$ cat src/sv/note_to_midi_event_encoder_top_defines.svh
// Assertion macros for the note to MIDI event encoder.
// Used by note_to_midi_event_encoder_top; expects clk and arst_n in scope.
`ifndef NOTE_TO_MIDI_EVENT_ENCODER_TOP_DEFINES_SVH
`define NOTE_TO_MIDI_EVENT_ENCODER_TOP_DEFINES_SVH

// same-cycle implication
`define NMEE_ASSERT_SAME(label, ante, cons) \
	label: assert property (@(posedge clk) disable iff (!arst_n) (ante) |-> (cons)) \
		else $error("nmee: same-cycle check failed");

// next-cycle implication
`define NMEE_ASSERT_NEXT(label, ante, cons) \
	label: assert property (@(posedge clk) disable iff (!arst_n) (ante) |=> (cons)) \
		else $error("nmee: next-cycle check failed");

`endif

$ cat src/sv/nmee_pkg.sv
// Shared types, constants and VLQ helper functions of the note to MIDI event encoder.
// No dependencies.
package nmee_pkg;

	localparam int VLQ_MAX_BYTES = 4;
	localparam int TICK_W        = 28;
	localparam int TICK_BITS     = (7 * VLQ_MAX_BYTES < TICK_W) ? 7 * VLQ_MAX_BYTES : TICK_W;
	localparam logic [TICK_W-1:0] TICK_MAX = TICK_W'((64'd1 << TICK_BITS) - 64'd1);
	localparam int EXT_W         = (7 * VLQ_MAX_BYTES > TICK_W) ? 7 * VLQ_MAX_BYTES : TICK_W;
	localparam int GRP_W         = (VLQ_MAX_BYTES > 1) ? $clog2(VLQ_MAX_BYTES) : 1;

	localparam int TC_W    = 15;
	localparam int VEL_W   = 7;
	localparam int PITCH_W = 7;
	localparam int DUR_W   = 24;
	localparam int FRAC_W  = 8;
	localparam int BYTE_W  = 8;
	localparam int CFG_W   = 15;
	localparam int PROD_W  = DUR_W + TC_W;
	localparam int SHR_W   = PROD_W - FRAC_W;

	// depth must be a power of two so the pointers wrap
	localparam int FIFO_DEPTH = 4;
	localparam int FIFO_AW    = $clog2(FIFO_DEPTH);
	localparam int FIFO_CW    = $clog2(FIFO_DEPTH + 1);

	localparam logic REG_TIME_CLOCK    = 1'b0;
	localparam logic REG_NOTE_VELOCITY = 1'b1;

	localparam logic [BYTE_W-1:0] NOTE_ON_BYTE  = 8'h90;
	localparam logic [BYTE_W-1:0] NOTE_OFF_BYTE = 8'h80;
	localparam logic [BYTE_W-1:0] EOT_DELTA     = 8'h01;
	localparam logic [BYTE_W-1:0] META_BYTE     = 8'hFF;
	localparam logic [BYTE_W-1:0] EOT_TYPE      = 8'h2F;
	localparam logic [BYTE_W-1:0] ZERO_BYTE     = 8'h00;

	localparam logic [TC_W-1:0]  TIME_CLOCK_RST = 15'd96;
	localparam logic [VEL_W-1:0] VELOCITY_RST   = 7'h47;

	typedef struct packed {
		logic               note;
		logic               final_item;
		logic [PITCH_W-1:0] pitch;
		logic [TICK_W-1:0]  delta;
		logic [TICK_W-1:0]  ticks;
	} cmd_t;

	typedef struct packed {
		logic commit;
		logic final_item;
		logic pending_zero;
	} front_stat_t;

	typedef enum logic [3:0] {
		BK_IDLE,
		BK_DELTA,
		BK_ON,
		BK_PITCH_ON,
		BK_VEL,
		BK_LEN,
		BK_OFF,
		BK_PITCH_OFF,
		BK_VEL_OFF,
		BK_EOT_DELTA,
		BK_EOT_META,
		BK_EOT_TYPE,
		BK_EOT_LEN
	} bk_state_t;

	// index of the most significant 7-bit group to send
	function automatic logic [GRP_W-1:0] vlq_top(input logic [TICK_W-1:0] v);
		logic [EXT_W-1:0] ext;
		logic [GRP_W-1:0] top;
		ext = EXT_W'(v);
		top = '0;
		for (int i = 1; i < VLQ_MAX_BYTES; i++) begin
			if ((ext >> (7 * i)) != '0) begin
				top = GRP_W'(i);
			end
		end
		return top;
	endfunction

	function automatic logic [6:0] vlq_group(input logic [TICK_W-1:0] v,
		input logic [GRP_W-1:0] g);
		logic [EXT_W-1:0] ext;
		logic [6:0]       grp;
		ext = EXT_W'(v);
		grp = '0;
		for (int i = 0; i < VLQ_MAX_BYTES; i++) begin
			if (g == GRP_W'(i)) begin
				grp = ext[7 * i +: 7];
			end
		end
		return grp;
	endfunction

endpackage

$ cat src/sv/note_to_midi_event_encoder_top.sv
// Top level of the note to MIDI event encoder: configuration registers, front end,
// command queue and byte sequencer. Depends on nmee_pkg, nmee_front, nmee_fifo, nmee_back.
//
//  channel   | handshake             | payload
//  ----------+-----------------------+-----------------------------------------
//  in        | in_valid / in_ready   | is_rest, pitch, duration, final_item
//  out       | out_valid / out_ready | out_byte, last_byte
//  cfg       | cfg_we                | cfg_index, cfg_data
//
// One byte per cycle leaves the sequencer while out_ready does not stall it; a note takes
// 6 + delta VLQ + length VLQ bytes (8 to 14), plus 4 when final; a final rest takes 4.
// A non-final rest takes none. The front takes one request per cycle while the 4-entry
// queue has room; the first byte of a request passes the front register, the queue, the
// sequencer state and the output register. The byte sequencer sets the rate.
// Reset clears the pending delta, queue, sequencer and output valid; no clearing pass.
`include "note_to_midi_event_encoder_top_defines.svh"

module note_to_midi_event_encoder_top (
	input  logic                           clk,
	input  logic                           arst_n,
	input  logic                           cfg_we,
	input  logic                           cfg_index,
	input  logic [nmee_pkg::CFG_W-1:0]     cfg_data,
	input  logic                           in_valid,
	output logic                           in_ready,
	input  logic                           is_rest,
	input  logic [nmee_pkg::PITCH_W-1:0]   pitch,
	input  logic [nmee_pkg::DUR_W-1:0]     duration,
	input  logic                           final_item,
	output logic                           out_valid,
	input  logic                           out_ready,
	output logic [nmee_pkg::BYTE_W-1:0]    out_byte,
	output logic                           last_byte
);

	logic [nmee_pkg::TC_W-1:0]     time_clock_q;
	logic [nmee_pkg::VEL_W-1:0]    note_velocity_q;

	logic                          push_valid;
	logic                          push_ready;
	nmee_pkg::cmd_t                push_cmd;
	nmee_pkg::front_stat_t         front_stat;
	logic                          head_valid;
	nmee_pkg::cmd_t                head;
	logic                          pop;
	logic [nmee_pkg::FIFO_CW-1:0]  fifo_level;

	always_ff @(posedge clk or negedge arst_n) begin
		if (!arst_n) begin
			time_clock_q    <= nmee_pkg::TIME_CLOCK_RST;
			note_velocity_q <= nmee_pkg::VELOCITY_RST;
		end else if (cfg_we) begin
			unique case (cfg_index)
				nmee_pkg::REG_TIME_CLOCK: begin
					time_clock_q <= cfg_data[nmee_pkg::TC_W-1:0];
				end
				nmee_pkg::REG_NOTE_VELOCITY: begin
					note_velocity_q <= cfg_data[nmee_pkg::VEL_W-1:0];
				end
				default: begin
					time_clock_q <= time_clock_q;
				end
			endcase
		end
	end

	nmee_front u_front (
		.clk        (clk),
		.arst_n     (arst_n),
		.in_valid   (in_valid),
		.in_ready   (in_ready),
		.is_rest    (is_rest),
		.pitch      (pitch),
		.duration   (duration),
		.final_item (final_item),
		.time_clock (time_clock_q),
		.push_valid (push_valid),
		.push_cmd   (push_cmd),
		.push_ready (push_ready),
		.stat       (front_stat)
	);

	nmee_fifo u_fifo (
		.clk        (clk),
		.arst_n     (arst_n),
		.push_valid (push_valid),
		.push_cmd   (push_cmd),
		.push_ready (push_ready),
		.pop        (pop),
		.head_valid (head_valid),
		.head       (head),
		.level      (fifo_level)
	);

	nmee_back u_back (
		.clk           (clk),
		.arst_n        (arst_n),
		.head_valid    (head_valid),
		.head          (head),
		.pop           (pop),
		.note_velocity (note_velocity_q),
		.out_valid     (out_valid),
		.out_ready     (out_ready),
		.out_byte      (out_byte),
		.last_byte     (last_byte)
	);

	`NMEE_ASSERT_SAME(a_fifo_bound, 1'b1, fifo_level <= nmee_pkg::FIFO_CW'(nmee_pkg::FIFO_DEPTH))
	`NMEE_ASSERT_NEXT(a_final_clears, front_stat.commit && front_stat.final_item, front_stat.pending_zero)
	`NMEE_ASSERT_NEXT(a_level_no_push, !(push_valid && push_ready), fifo_level <= $past(fifo_level))

endmodule

$ cat src/sv/nmee_front.sv
// Front end: accepts notes and rests, scales durations to ticks, keeps the pending delta
// and issues event commands. Depends on nmee_pkg.
module nmee_front (
	input  logic                             clk,
	input  logic                             arst_n,
	input  logic                             in_valid,
	output logic                             in_ready,
	input  logic                             is_rest,
	input  logic [nmee_pkg::PITCH_W-1:0]     pitch,
	input  logic [nmee_pkg::DUR_W-1:0]       duration,
	input  logic                             final_item,
	input  logic [nmee_pkg::TC_W-1:0]        time_clock,
	output logic                             push_valid,
	output nmee_pkg::cmd_t                   push_cmd,
	input  logic                             push_ready,
	output nmee_pkg::front_stat_t            stat
);

	logic                             valid_s1;
	logic                             rest_s1;
	logic                             final_s1;
	logic [nmee_pkg::PITCH_W-1:0]     pitch_s1;
	logic [nmee_pkg::PROD_W-1:0]      prod_s1;
	logic [nmee_pkg::TICK_W-1:0]      pending_q;

	logic [nmee_pkg::SHR_W-1:0]       scaled;
	logic [nmee_pkg::TICK_W-1:0]      ticks;
	logic [nmee_pkg::TICK_W:0]        sum;
	logic [nmee_pkg::TICK_W-1:0]      sum_sat;
	logic                             need_push;
	logic                             advance;

	assign scaled = prod_s1[nmee_pkg::PROD_W-1:nmee_pkg::FRAC_W];
	assign ticks  = (scaled > nmee_pkg::SHR_W'(nmee_pkg::TICK_MAX)) ? nmee_pkg::TICK_MAX
		: scaled[nmee_pkg::TICK_W-1:0];
	assign sum     = {1'b0, pending_q} + {1'b0, ticks};
	assign sum_sat = (sum > {1'b0, nmee_pkg::TICK_MAX}) ? nmee_pkg::TICK_MAX
		: sum[nmee_pkg::TICK_W-1:0];

	assign need_push  = !rest_s1 || final_s1;
	assign advance    = valid_s1 && (!need_push || push_ready);
	assign in_ready   = !valid_s1 || advance;
	assign push_valid = valid_s1 && need_push;

	assign push_cmd.note       = !rest_s1;
	assign push_cmd.final_item = final_s1;
	assign push_cmd.pitch      = pitch_s1;
	assign push_cmd.delta      = pending_q;
	assign push_cmd.ticks      = ticks;

	assign stat.commit       = advance;
	assign stat.final_item   = final_s1;
	assign stat.pending_zero = (pending_q == '0);

	always_ff @(posedge clk or negedge arst_n) begin
		if (!arst_n) begin
			valid_s1  <= 1'b0;
			pending_q <= '0;
		end else begin
			if (in_ready) begin
				valid_s1 <= in_valid;
			end
			if (advance) begin
				if (need_push) begin
					pending_q <= '0;
				end else begin
					pending_q <= sum_sat;
				end
			end
		end
	end

	always_ff @(posedge clk) begin
		if (in_valid && in_ready) begin
			rest_s1  <= is_rest;
			final_s1 <= final_item;
			pitch_s1 <= pitch;
			prod_s1  <= nmee_pkg::PROD_W'(duration) * nmee_pkg::PROD_W'(time_clock);
		end
	end

endmodule

$ cat src/sv/nmee_fifo.sv
// Command queue between front and back end.
// Depends on nmee_pkg.
module nmee_fifo (
	input  logic                         clk,
	input  logic                         arst_n,
	input  logic                         push_valid,
	input  nmee_pkg::cmd_t               push_cmd,
	output logic                         push_ready,
	input  logic                         pop,
	output logic                         head_valid,
	output nmee_pkg::cmd_t               head,
	output logic [nmee_pkg::FIFO_CW-1:0] level
);

	nmee_pkg::cmd_t                 mem_q [nmee_pkg::FIFO_DEPTH];
	logic [nmee_pkg::FIFO_AW-1:0]   wr_q;
	logic [nmee_pkg::FIFO_AW-1:0]   rd_q;
	logic [nmee_pkg::FIFO_CW-1:0]   cnt_q;
	logic                           do_push;
	logic                           do_pop;

	assign push_ready = (cnt_q != nmee_pkg::FIFO_CW'(nmee_pkg::FIFO_DEPTH));
	assign head_valid = (cnt_q != '0);
	assign head       = mem_q[rd_q];
	assign level      = cnt_q;
	assign do_push    = push_valid && push_ready;
	assign do_pop     = pop && head_valid;

	always_ff @(posedge clk or negedge arst_n) begin
		if (!arst_n) begin
			wr_q  <= '0;
			rd_q  <= '0;
			cnt_q <= '0;
		end else begin
			if (do_push) begin
				wr_q <= wr_q + 1'b1;
			end
			if (do_pop) begin
				rd_q <= rd_q + 1'b1;
			end
			unique case ({do_push, do_pop})
				2'b10:   cnt_q <= cnt_q + 1'b1;
				2'b01:   cnt_q <= cnt_q - 1'b1;
				default: cnt_q <= cnt_q;
			endcase
		end
	end

	always_ff @(posedge clk) begin
		if (do_push) begin
			mem_q[wr_q] <= push_cmd;
		end
	end

endmodule

$ cat src/sv/nmee_back.sv
// Back end: byte sequencer that expands each command into MIDI event bytes,
// with a registered output stage. Depends on nmee_pkg.
module nmee_back (
	input  logic                          clk,
	input  logic                          arst_n,
	input  logic                          head_valid,
	input  nmee_pkg::cmd_t                head,
	output logic                          pop,
	input  logic [nmee_pkg::VEL_W-1:0]    note_velocity,
	output logic                          out_valid,
	input  logic                          out_ready,
	output logic [nmee_pkg::BYTE_W-1:0]   out_byte,
	output logic                          last_byte
);

	nmee_pkg::bk_state_t            state_q;
	nmee_pkg::bk_state_t            state_d;
	nmee_pkg::bk_state_t            phase_next;
	logic [nmee_pkg::GRP_W-1:0]     grp_q;
	logic [nmee_pkg::GRP_W-1:0]     grp_d;
	logic [nmee_pkg::GRP_W-1:0]     ticks_top_q;
	nmee_pkg::cmd_t                 cur_q;
	logic                           out_valid_q;
	logic [nmee_pkg::BYTE_W-1:0]    out_byte_q;
	logic                           last_byte_q;

	logic [nmee_pkg::BYTE_W-1:0]    byte_c;
	logic                           last_c;
	logic                           cmd_done;
	logic                           in_vlq;
	logic                           load_ok;
	logic                           emit;

	assign load_ok   = !out_valid_q || out_ready;
	assign emit      = (state_q != nmee_pkg::BK_IDLE) && load_ok;
	assign pop       = head_valid && ((state_q == nmee_pkg::BK_IDLE) || (emit && cmd_done));
	assign in_vlq    = (state_q == nmee_pkg::BK_DELTA) || (state_q == nmee_pkg::BK_LEN);
	assign out_valid = out_valid_q;
	assign out_byte  = out_byte_q;
	assign last_byte = last_byte_q;

	// byte of the current step
	always_comb begin
		byte_c   = nmee_pkg::ZERO_BYTE;
		last_c   = 1'b0;
		cmd_done = 1'b0;
		unique case (state_q)
			nmee_pkg::BK_IDLE: begin
				byte_c = nmee_pkg::ZERO_BYTE;
			end
			nmee_pkg::BK_DELTA: begin
				byte_c = {grp_q != '0, nmee_pkg::vlq_group(cur_q.delta, grp_q)};
			end
			nmee_pkg::BK_ON: begin
				byte_c = nmee_pkg::NOTE_ON_BYTE;
			end
			nmee_pkg::BK_PITCH_ON: begin
				byte_c = {1'b0, cur_q.pitch};
			end
			nmee_pkg::BK_VEL: begin
				byte_c = {1'b0, note_velocity};
			end
			nmee_pkg::BK_LEN: begin
				byte_c = {grp_q != '0, nmee_pkg::vlq_group(cur_q.ticks, grp_q)};
			end
			nmee_pkg::BK_OFF: begin
				byte_c = nmee_pkg::NOTE_OFF_BYTE;
			end
			nmee_pkg::BK_PITCH_OFF: begin
				byte_c = {1'b0, cur_q.pitch};
			end
			nmee_pkg::BK_VEL_OFF: begin
				byte_c   = nmee_pkg::ZERO_BYTE;
				cmd_done = !cur_q.final_item;
				last_c   = !cur_q.final_item;
			end
			nmee_pkg::BK_EOT_DELTA: begin
				byte_c = nmee_pkg::EOT_DELTA;
			end
			nmee_pkg::BK_EOT_META: begin
				byte_c = nmee_pkg::META_BYTE;
			end
			nmee_pkg::BK_EOT_TYPE: begin
				byte_c = nmee_pkg::EOT_TYPE;
			end
			nmee_pkg::BK_EOT_LEN: begin
				byte_c   = nmee_pkg::ZERO_BYTE;
				cmd_done = 1'b1;
				last_c   = 1'b1;
			end
			default: begin
				byte_c = nmee_pkg::ZERO_BYTE;
			end
		endcase
	end

	always_comb begin
		unique case (state_q)
			nmee_pkg::BK_DELTA:     phase_next = nmee_pkg::BK_ON;
			nmee_pkg::BK_ON:        phase_next = nmee_pkg::BK_PITCH_ON;
			nmee_pkg::BK_PITCH_ON:  phase_next = nmee_pkg::BK_VEL;
			nmee_pkg::BK_VEL:       phase_next = nmee_pkg::BK_LEN;
			nmee_pkg::BK_LEN:       phase_next = nmee_pkg::BK_OFF;
			nmee_pkg::BK_OFF:       phase_next = nmee_pkg::BK_PITCH_OFF;
			nmee_pkg::BK_PITCH_OFF: phase_next = nmee_pkg::BK_VEL_OFF;
			nmee_pkg::BK_VEL_OFF:   phase_next = nmee_pkg::BK_EOT_DELTA;
			nmee_pkg::BK_EOT_DELTA: phase_next = nmee_pkg::BK_EOT_META;
			nmee_pkg::BK_EOT_META:  phase_next = nmee_pkg::BK_EOT_TYPE;
			nmee_pkg::BK_EOT_TYPE:  phase_next = nmee_pkg::BK_EOT_LEN;
			default:                phase_next = nmee_pkg::BK_IDLE;
		endcase
	end

	always_comb begin
		state_d = state_q;
		grp_d   = grp_q;
		priority if (pop) begin
			state_d = head.note ? nmee_pkg::BK_DELTA : nmee_pkg::BK_EOT_DELTA;
			grp_d   = nmee_pkg::vlq_top(head.delta);
		end else if (emit) begin
			priority if (cmd_done) begin
				state_d = nmee_pkg::BK_IDLE;
			end else if (in_vlq && grp_q != '0) begin
				grp_d = grp_q - 1'b1;
			end else begin
				state_d = phase_next;
				if (state_q == nmee_pkg::BK_VEL) begin
					grp_d = ticks_top_q;
				end
			end
		end
	end

	always_ff @(posedge clk or negedge arst_n) begin
		if (!arst_n) begin
			state_q     <= nmee_pkg::BK_IDLE;
			grp_q       <= '0;
			out_valid_q <= 1'b0;
		end else begin
			state_q <= state_d;
			grp_q   <= grp_d;
			if (load_ok) begin
				out_valid_q <= (state_q != nmee_pkg::BK_IDLE);
			end
		end
	end

	always_ff @(posedge clk) begin
		if (pop) begin
			cur_q       <= head;
			ticks_top_q <= nmee_pkg::vlq_top(head.ticks);
		end
		if (emit) begin
			out_byte_q  <= byte_c;
			last_byte_q <= last_c;
		end
	end

endmodule

$ cat config.mk
export PLATFORM = sky130hd
export DESIGN_NAME = note_to_midi_event_encoder_top
export DESIGN_NICKNAME = d
export VERILOG_FILES = /design/src/sv/nmee_pkg.sv /design/src/sv/note_to_midi_event_encoder_top.sv /design/src/sv/nmee_front.sv /design/src/sv/nmee_fifo.sv /design/src/sv/nmee_back.sv
export VERILOG_INCLUDE_DIRS = /design/src /design/src/sv
export SDC_FILE = /design/constraint.sdc
export NUM_CORES = 1
export LEC_CHECK = 0
export BUFFER_PORTS_ARGS = -buffer_cell sky130_fd_sc_hd__buf_2
export CELL_PAD_IN_SITES_DETAIL_PLACEMENT = 1
export CELL_PAD_IN_SITES_GLOBAL_PLACEMENT = 1
export CORE_MARGIN = 1
export CORE_UTILIZATION = 57
export CTS_CLUSTER_DIAMETER = 80
export CTS_CLUSTER_SIZE = 16
export DETAILED_ROUTE_END_ITERATION = 7
export PLACE_DENSITY = 0.84
export SLEW_MARGIN = 20
export SYNTH_ARGS = -nofsm -noshare
export SYNTH_HDL_FRONTEND = slang
export SYNTH_HIERARCHICAL = 1
export SYNTH_SLANG_ARGS = --single-unit
$ cat constraint.sdc
create_clock -name clk -period 18 [get_ports clk]
set_clock_uncertainty 0.15 [all_clocks]
set_input_delay 3.6 -clock clk [delete_from_list [all_inputs] [get_ports clk]]
set_output_delay 3.6 -clock clk [all_outputs]
set_load 0.05 [all_outputs]
# ---- After elaboration in Yosys (flattened, before gate mapping)
# Memories as Yosys holds them, arrays and structs flattened.
# Index checks and enable logic that the tools add are counted.
dict set report op_classes {
  add_sub_neg 6
  mul 1
  magnitude_cmp 2
  n_eq_ne 20
  muxes 31
  n_bitwise 1
  reduce_logical 40
}
# cell count
set op_table {}
lappend op_table {{nonzero test 28 bit} 6}
lappend op_table {{two-way mux 28 bit} 3}
lappend op_table {{case mux 8 bit (9 select lines)} 1}
lappend op_table {{two-way mux 7 bit} 8}
lappend op_table {{multiplier 24 x 15 -> 39 bit} 1}
lappend op_table {{> comparator 31 x 28 -> 1 bit, second input constant} 1}
lappend op_table {{adder 28 x 28 -> 29 bit} 1}
lappend op_table {{> comparator 29 x 28 -> 1 bit, second input constant} 1}
lappend op_table {{== test 4 bit, second input constant} 5}
lappend op_table {{two-way mux 4 bit} 5}
lappend op_table {{== test 4 x 3 -> 1 bit, second input constant} 4}
lappend op_table {{two-way mux 2 bit} 7}
lappend op_table {{logical AND 1 bit} 9}
lappend op_table {{== test 4 x 2 -> 1 bit, second input constant} 2}
lappend op_table {{== test 2 bit, second input constant} 3}
lappend op_table {{logical OR 1 bit} 6}
lappend op_table {{case mux 3 bit (2 select lines)} 1}
lappend op_table {{AND reduction 2 bit} 3}
lappend op_table {{nonzero test 2 bit} 3}
lappend op_table {{nonzero test 3 bit} 2}
lappend op_table {{zero test 1 bit} 5}
lappend op_table {{two-way mux 1 bit} 5}
lappend op_table {{adder 2 x 1 -> 2 bit, second input constant} 2}
lappend op_table {{== test 2 x 1 -> 1 bit, second input constant} 2}
lappend op_table {{other kinds (14)} 15}
dict set report word_totals {
  reg_bits 188
  ramBits 260
  mem_bits_ro 64
  input_bits 54
  output_inout_bits 11
  word_cells 125
  n_memories 2
}
# memory words width read_ports rd_ports_with_merged_regs wr line_no
set memory_table {}
lappend memory_table {u_fifo.mem_q 4 65 1 0 1 nmee_fifo.sv:15} ;# nmee_pkg::cmd_t mem_q [nmee_pkg::FIFO_DEPTH];
lappend memory_table {{(no name shown)} 16 4 1 0 0 nmee_back.sv:98} ;# unique case (state_q)

# ---- Logic depth before layout (Yosys ltp)
dict set report depth {
  ltp_word 9
  depth_mapped 24
  mapped_depth_nobuf 23
}

# ---- Hierarchy
# The synthesis kept the hierarchy.
# mod instances cells_per_inst area_per_inst_um2 seq_area_each_um2
set by_module_without_submodules {}
lappend by_module_without_submodules {nmee_front 1 1663 15130.8 1926.8}
lappend by_module_without_submodules {nmee_fifo 1 377 9804.4 7982.7}
lappend by_module_without_submodules {nmee_back 1 271 3694.8 2427.3}
lappend by_module_without_submodules {note_to_midi_event_encoder_top 1 48 879.6 558.0}

# ---- Least setup slack after synthesis
# No wires, ideal clock.
dict set report synth_path {
  path_kind {input port to flip-flop}
  start {input duration[17] (netlist name)}
  end {register u_front/prod_s1[38] (netlist name), data pin}
  setup_ns 0.260
  arrival_ns 9.157
  required_ns 17.590
  setup_slack_ns 8.433
  path_stages 21
  n_path_buf 1
  cell_sequence {clkbuf_1 -> nand2_1 -> fa_1 -> fa_1 -> inv_1 -> fa_1 -> inv_1 -> fa_1 -> fa_1 -> fa_1 -> inv_1 -> ha_1 -> a21oi_1 -> o21ai_1 -> a2111oi_0 -> o41ai_1 -> o211ai_2 -> nand2_1 -> a311oi_2 -> o21ai_1 -> xnor2_1}
}
dict set report synth_between {
  elab_chain_len 1
}
# element line_no
set synth_lines {}
lappend synth_lines {{start, declared} note_to_midi_event_encoder_top.sv:28} ;# input logic [nmee_pkg::DUR_W-1:0] duration,
lappend synth_lines {{multiplier 24 x 15 -> 39 bit} nmee_front.sv:78} ;# prod_s1 <= nmee_pkg::PROD_W'(duration) * nmee_pkg::PROD_W'(time_clock);
lappend synth_lines {{end signal, assigned} nmee_front.sv:78}
lappend synth_lines {{end, declared} nmee_front.sv:23} ;# logic [nmee_pkg::PROD_W-1:0] prod_s1;
# Every way passes these cells.
# A chain may end at the register's enable or synchronous reset.

# ---- Worst setup path after layout
dict set report layout_path {
  start {input duration[10] (netlist name)}
  end {register u_front/prod_s1[20] (netlist name), data pin}
}
# The elaborated chain is that of the path after synthesis.

==> impl_metrics.tcl <==
set metrics [dict create \
    numCtsBuffers 31 \
    htreeDepth 1 \
    place_hpwl_um 57200 \
    antenna_left 0 \
    post_cts_buffers 0 \
    cpMostUsedCell "fa_1" \
    clk_pin_slew_worst_paths_ns 0.08 \
    critPathLaunchType "input pin" \
    rows 82 \
    firstDrtPassIters 5 \
    drc 0 \
    overflow 0 \
    slew_headroom 0.250 \
    drt_iter0_markers 1515 \
    cp_slowest_cell "a211oi_2" \
    grt_max_degree 67 \
    syn_inst 2346 \
    drv_cap 0 \
    initial_core_util 0.582 \
    finalCritPeriodShare 0.550 \
    rsz0062_at_grt "no" \
    post-place-ws_ns 7.64 \
    tritoncts "built" \
    hold_path.class "register to register" \
    worstPathArrival_ns 10.07 \
    numPortBuffers 64 \
    via_count 18600 \
    outcome "finished, final reports clean" \
    fmax_mhz 101 \
    clk_latency_ns 0.59 \
    clock_sinks 440 \
    end_kind "register" \
    synth_fp_nets 2827 \
    design_area_sq_um 31200 \
    grt_pass1_vias 20900 \
    netlist_area_sq_um 29400 \
    core-area_sq_um 50600 \
    pin_count 65 \
    drive_gt1_frac 0.104 \
    fin_ws_ns 8.10 \
    yosysWarnings 6 \
    grt_use_total 0.309 \
    cts_buffer_depth 3 \
    fin_tns_setup_ns 0 \
    cp.required_ns 18.17 \
    dpl_cell_area_sq_um 30300 \
    path_delay_family "adder cells" \
    period_needed_ns 9.90 \
    syn_avg_cell_area_sq_um 12.5 \
    fp.dieW_um 229 \
    antenna_found_initial 1 \
    crit_chain "buf_2 > and2_1 > fa_1 > inv_1 > fa_1 > inv_1 > fa_1 > inv_1 > fa_1 > fa_1 > inv_1 > fa_1 > ha_1 > a21oi_1 > o22ai_1 > a211oi_2 > a21oi_1 > nand3_1 > nand2_1 > a21boi_0 > o21bai_1 > xor2_1" \
    nNetsFinal 2840 \
    cts-hold-fix-buffers 0 \
    critPathMaxStageDelay_ns 0.59 \
    drt_wl_total_um 78800 \
    hold_viol_final 0 \
    crit_fanout 15 \
    grt_first_pass_wirelength_um 123000 \
    clockRootBuffer "clkbuf_16" \
    gp_congestion 0.881 \
    setup_violations 0 \
    worstMarginPinSlew_ns 1.12 \
    routed_via_density 6.09 \
    postLayoutCoreUtil 0.616 \
    crit_type "input pin to register" \
    die-area_sq_um 52500 \
    wl_per_cell_um 25.8 \
    path_buf_inv 5 \
    cts_resized 0 \
    area_delta_synth_final_pct 5.94 \
    drv_slew 0 \
    die_y_um 229 \
]
==> layer usage <==
layer | vias up | share of wire | global-route usage
met1 | 9784 | 0.38 | 0.390
met5 | - | 0 | 0
li1 | 7927 | - | -
met3 | 179 | 0.058 | 0.0446
met2 | 710 | 0.52 | 0.546
met4 | 0 | 0.035 | 0.103
==> layout by cell type, fill, tap and decap left out, types with 9 or more instances in the layout <==
cell type and n:
fa_1 285, edfxtp_1 375, nor3_1 9, dfrtp_1 57, inv_1 312, xor2_1 24
a221o_1 13, o21ai_1 29, nand2b_1 52, buf_2 64, o21ai_0 25, nor2b_1 11
nand4_1 21, a211oi_1 9, mux2_4 11, nor2_1 44, ha_1 142, xnor2_1 38
and2_1 179, nand2_1 284, nand3_1 26, clkbuf_1 24, a21o_1 26, mux2_2 12
buf_4 18, mux4_2 64, clkbuf_16 33, a21oi_1 63
==> flip-flops by register name, summed over array words and instances, names as in the netlist <==
register and flops:
u_back/out_byte 8, u_back/last_byte 1, time_clock_q 15, u_front/valid_s1 1, u_front/rest_s1 1, u_front/final_s1 1
u_back/out_valid 1, u_fifo/level 3, u_back/ticks_top_q 2, note_velocity_q 7, u_back/grp_q 2, u_fifo/mem_q 260
u_front/pending_q 28, u_front/prod_s1 31, u_back/cur_q 64, u_back/state_q 4, u_fifo/rd_q 2, u_front/pitch_s1 7
u_fifo/wr_q 2
==> worst paths after layout <==
kind / start / slack (ns) / cells after the start / endpoint
setup / recovery: duration[10] / 8.10 / 22 / u_front/prod_s1[20]$_DFFE_PP_
setup reg to reg: time_clock_q[3]$_DFFE_PN0P_ / 10.36 / 20 / u_front/prod_s1[20]$_DFFE_PP_
max in group asynchronous: arst_n / 13.87 / 2 / u_fifo/rd_q[0]$_DFFE_PN0P_
hold reg to reg: u_front/pitch_s1[5]$_DFFE_PP_ / 0.38 / 0 / u_fifo/mem_q[2][61]$_DFFE_PP_
min in group asynchronous: arst_n / 3.09 / 2 / u_front/valid_s1$_DFFE_PN0N_
hold / removal: u_front/pitch_s1[5]$_DFFE_PP_ / 0.38 / 0 / u_fifo/mem_q[2][61]$_DFFE_PP_
==> stage by stage <==
stage                     std cells  hold slack (ns)
after floorplan                2346            0.309
after global placement         2997            0.341
after detailed placement       2998            0.339
after CTS                      3055            0.378
after global routing           3056            0.390
final                          3056            0.378
==> final cells by class <==
| class | instances | area (sq um) |
|---|---|---|
| Clock buffer | 57 | 916 |
| Tap cell | 672 | 841 |
| Fill cell | 4998 | 19400 |
| Antenna cell | 1 | 2.50 |
| Timing Repair Buffer | 82 | 455 |
| Inverter | 314 | 1180 |
| Multi-Input combinational cell | 1490 | 14900 |
| Sequential cell | 440 | 12900 |
Power is left out: the tool's default activity adds up to more than one toggle a clock period on the data nets, which glitch-free logic cannot reach.
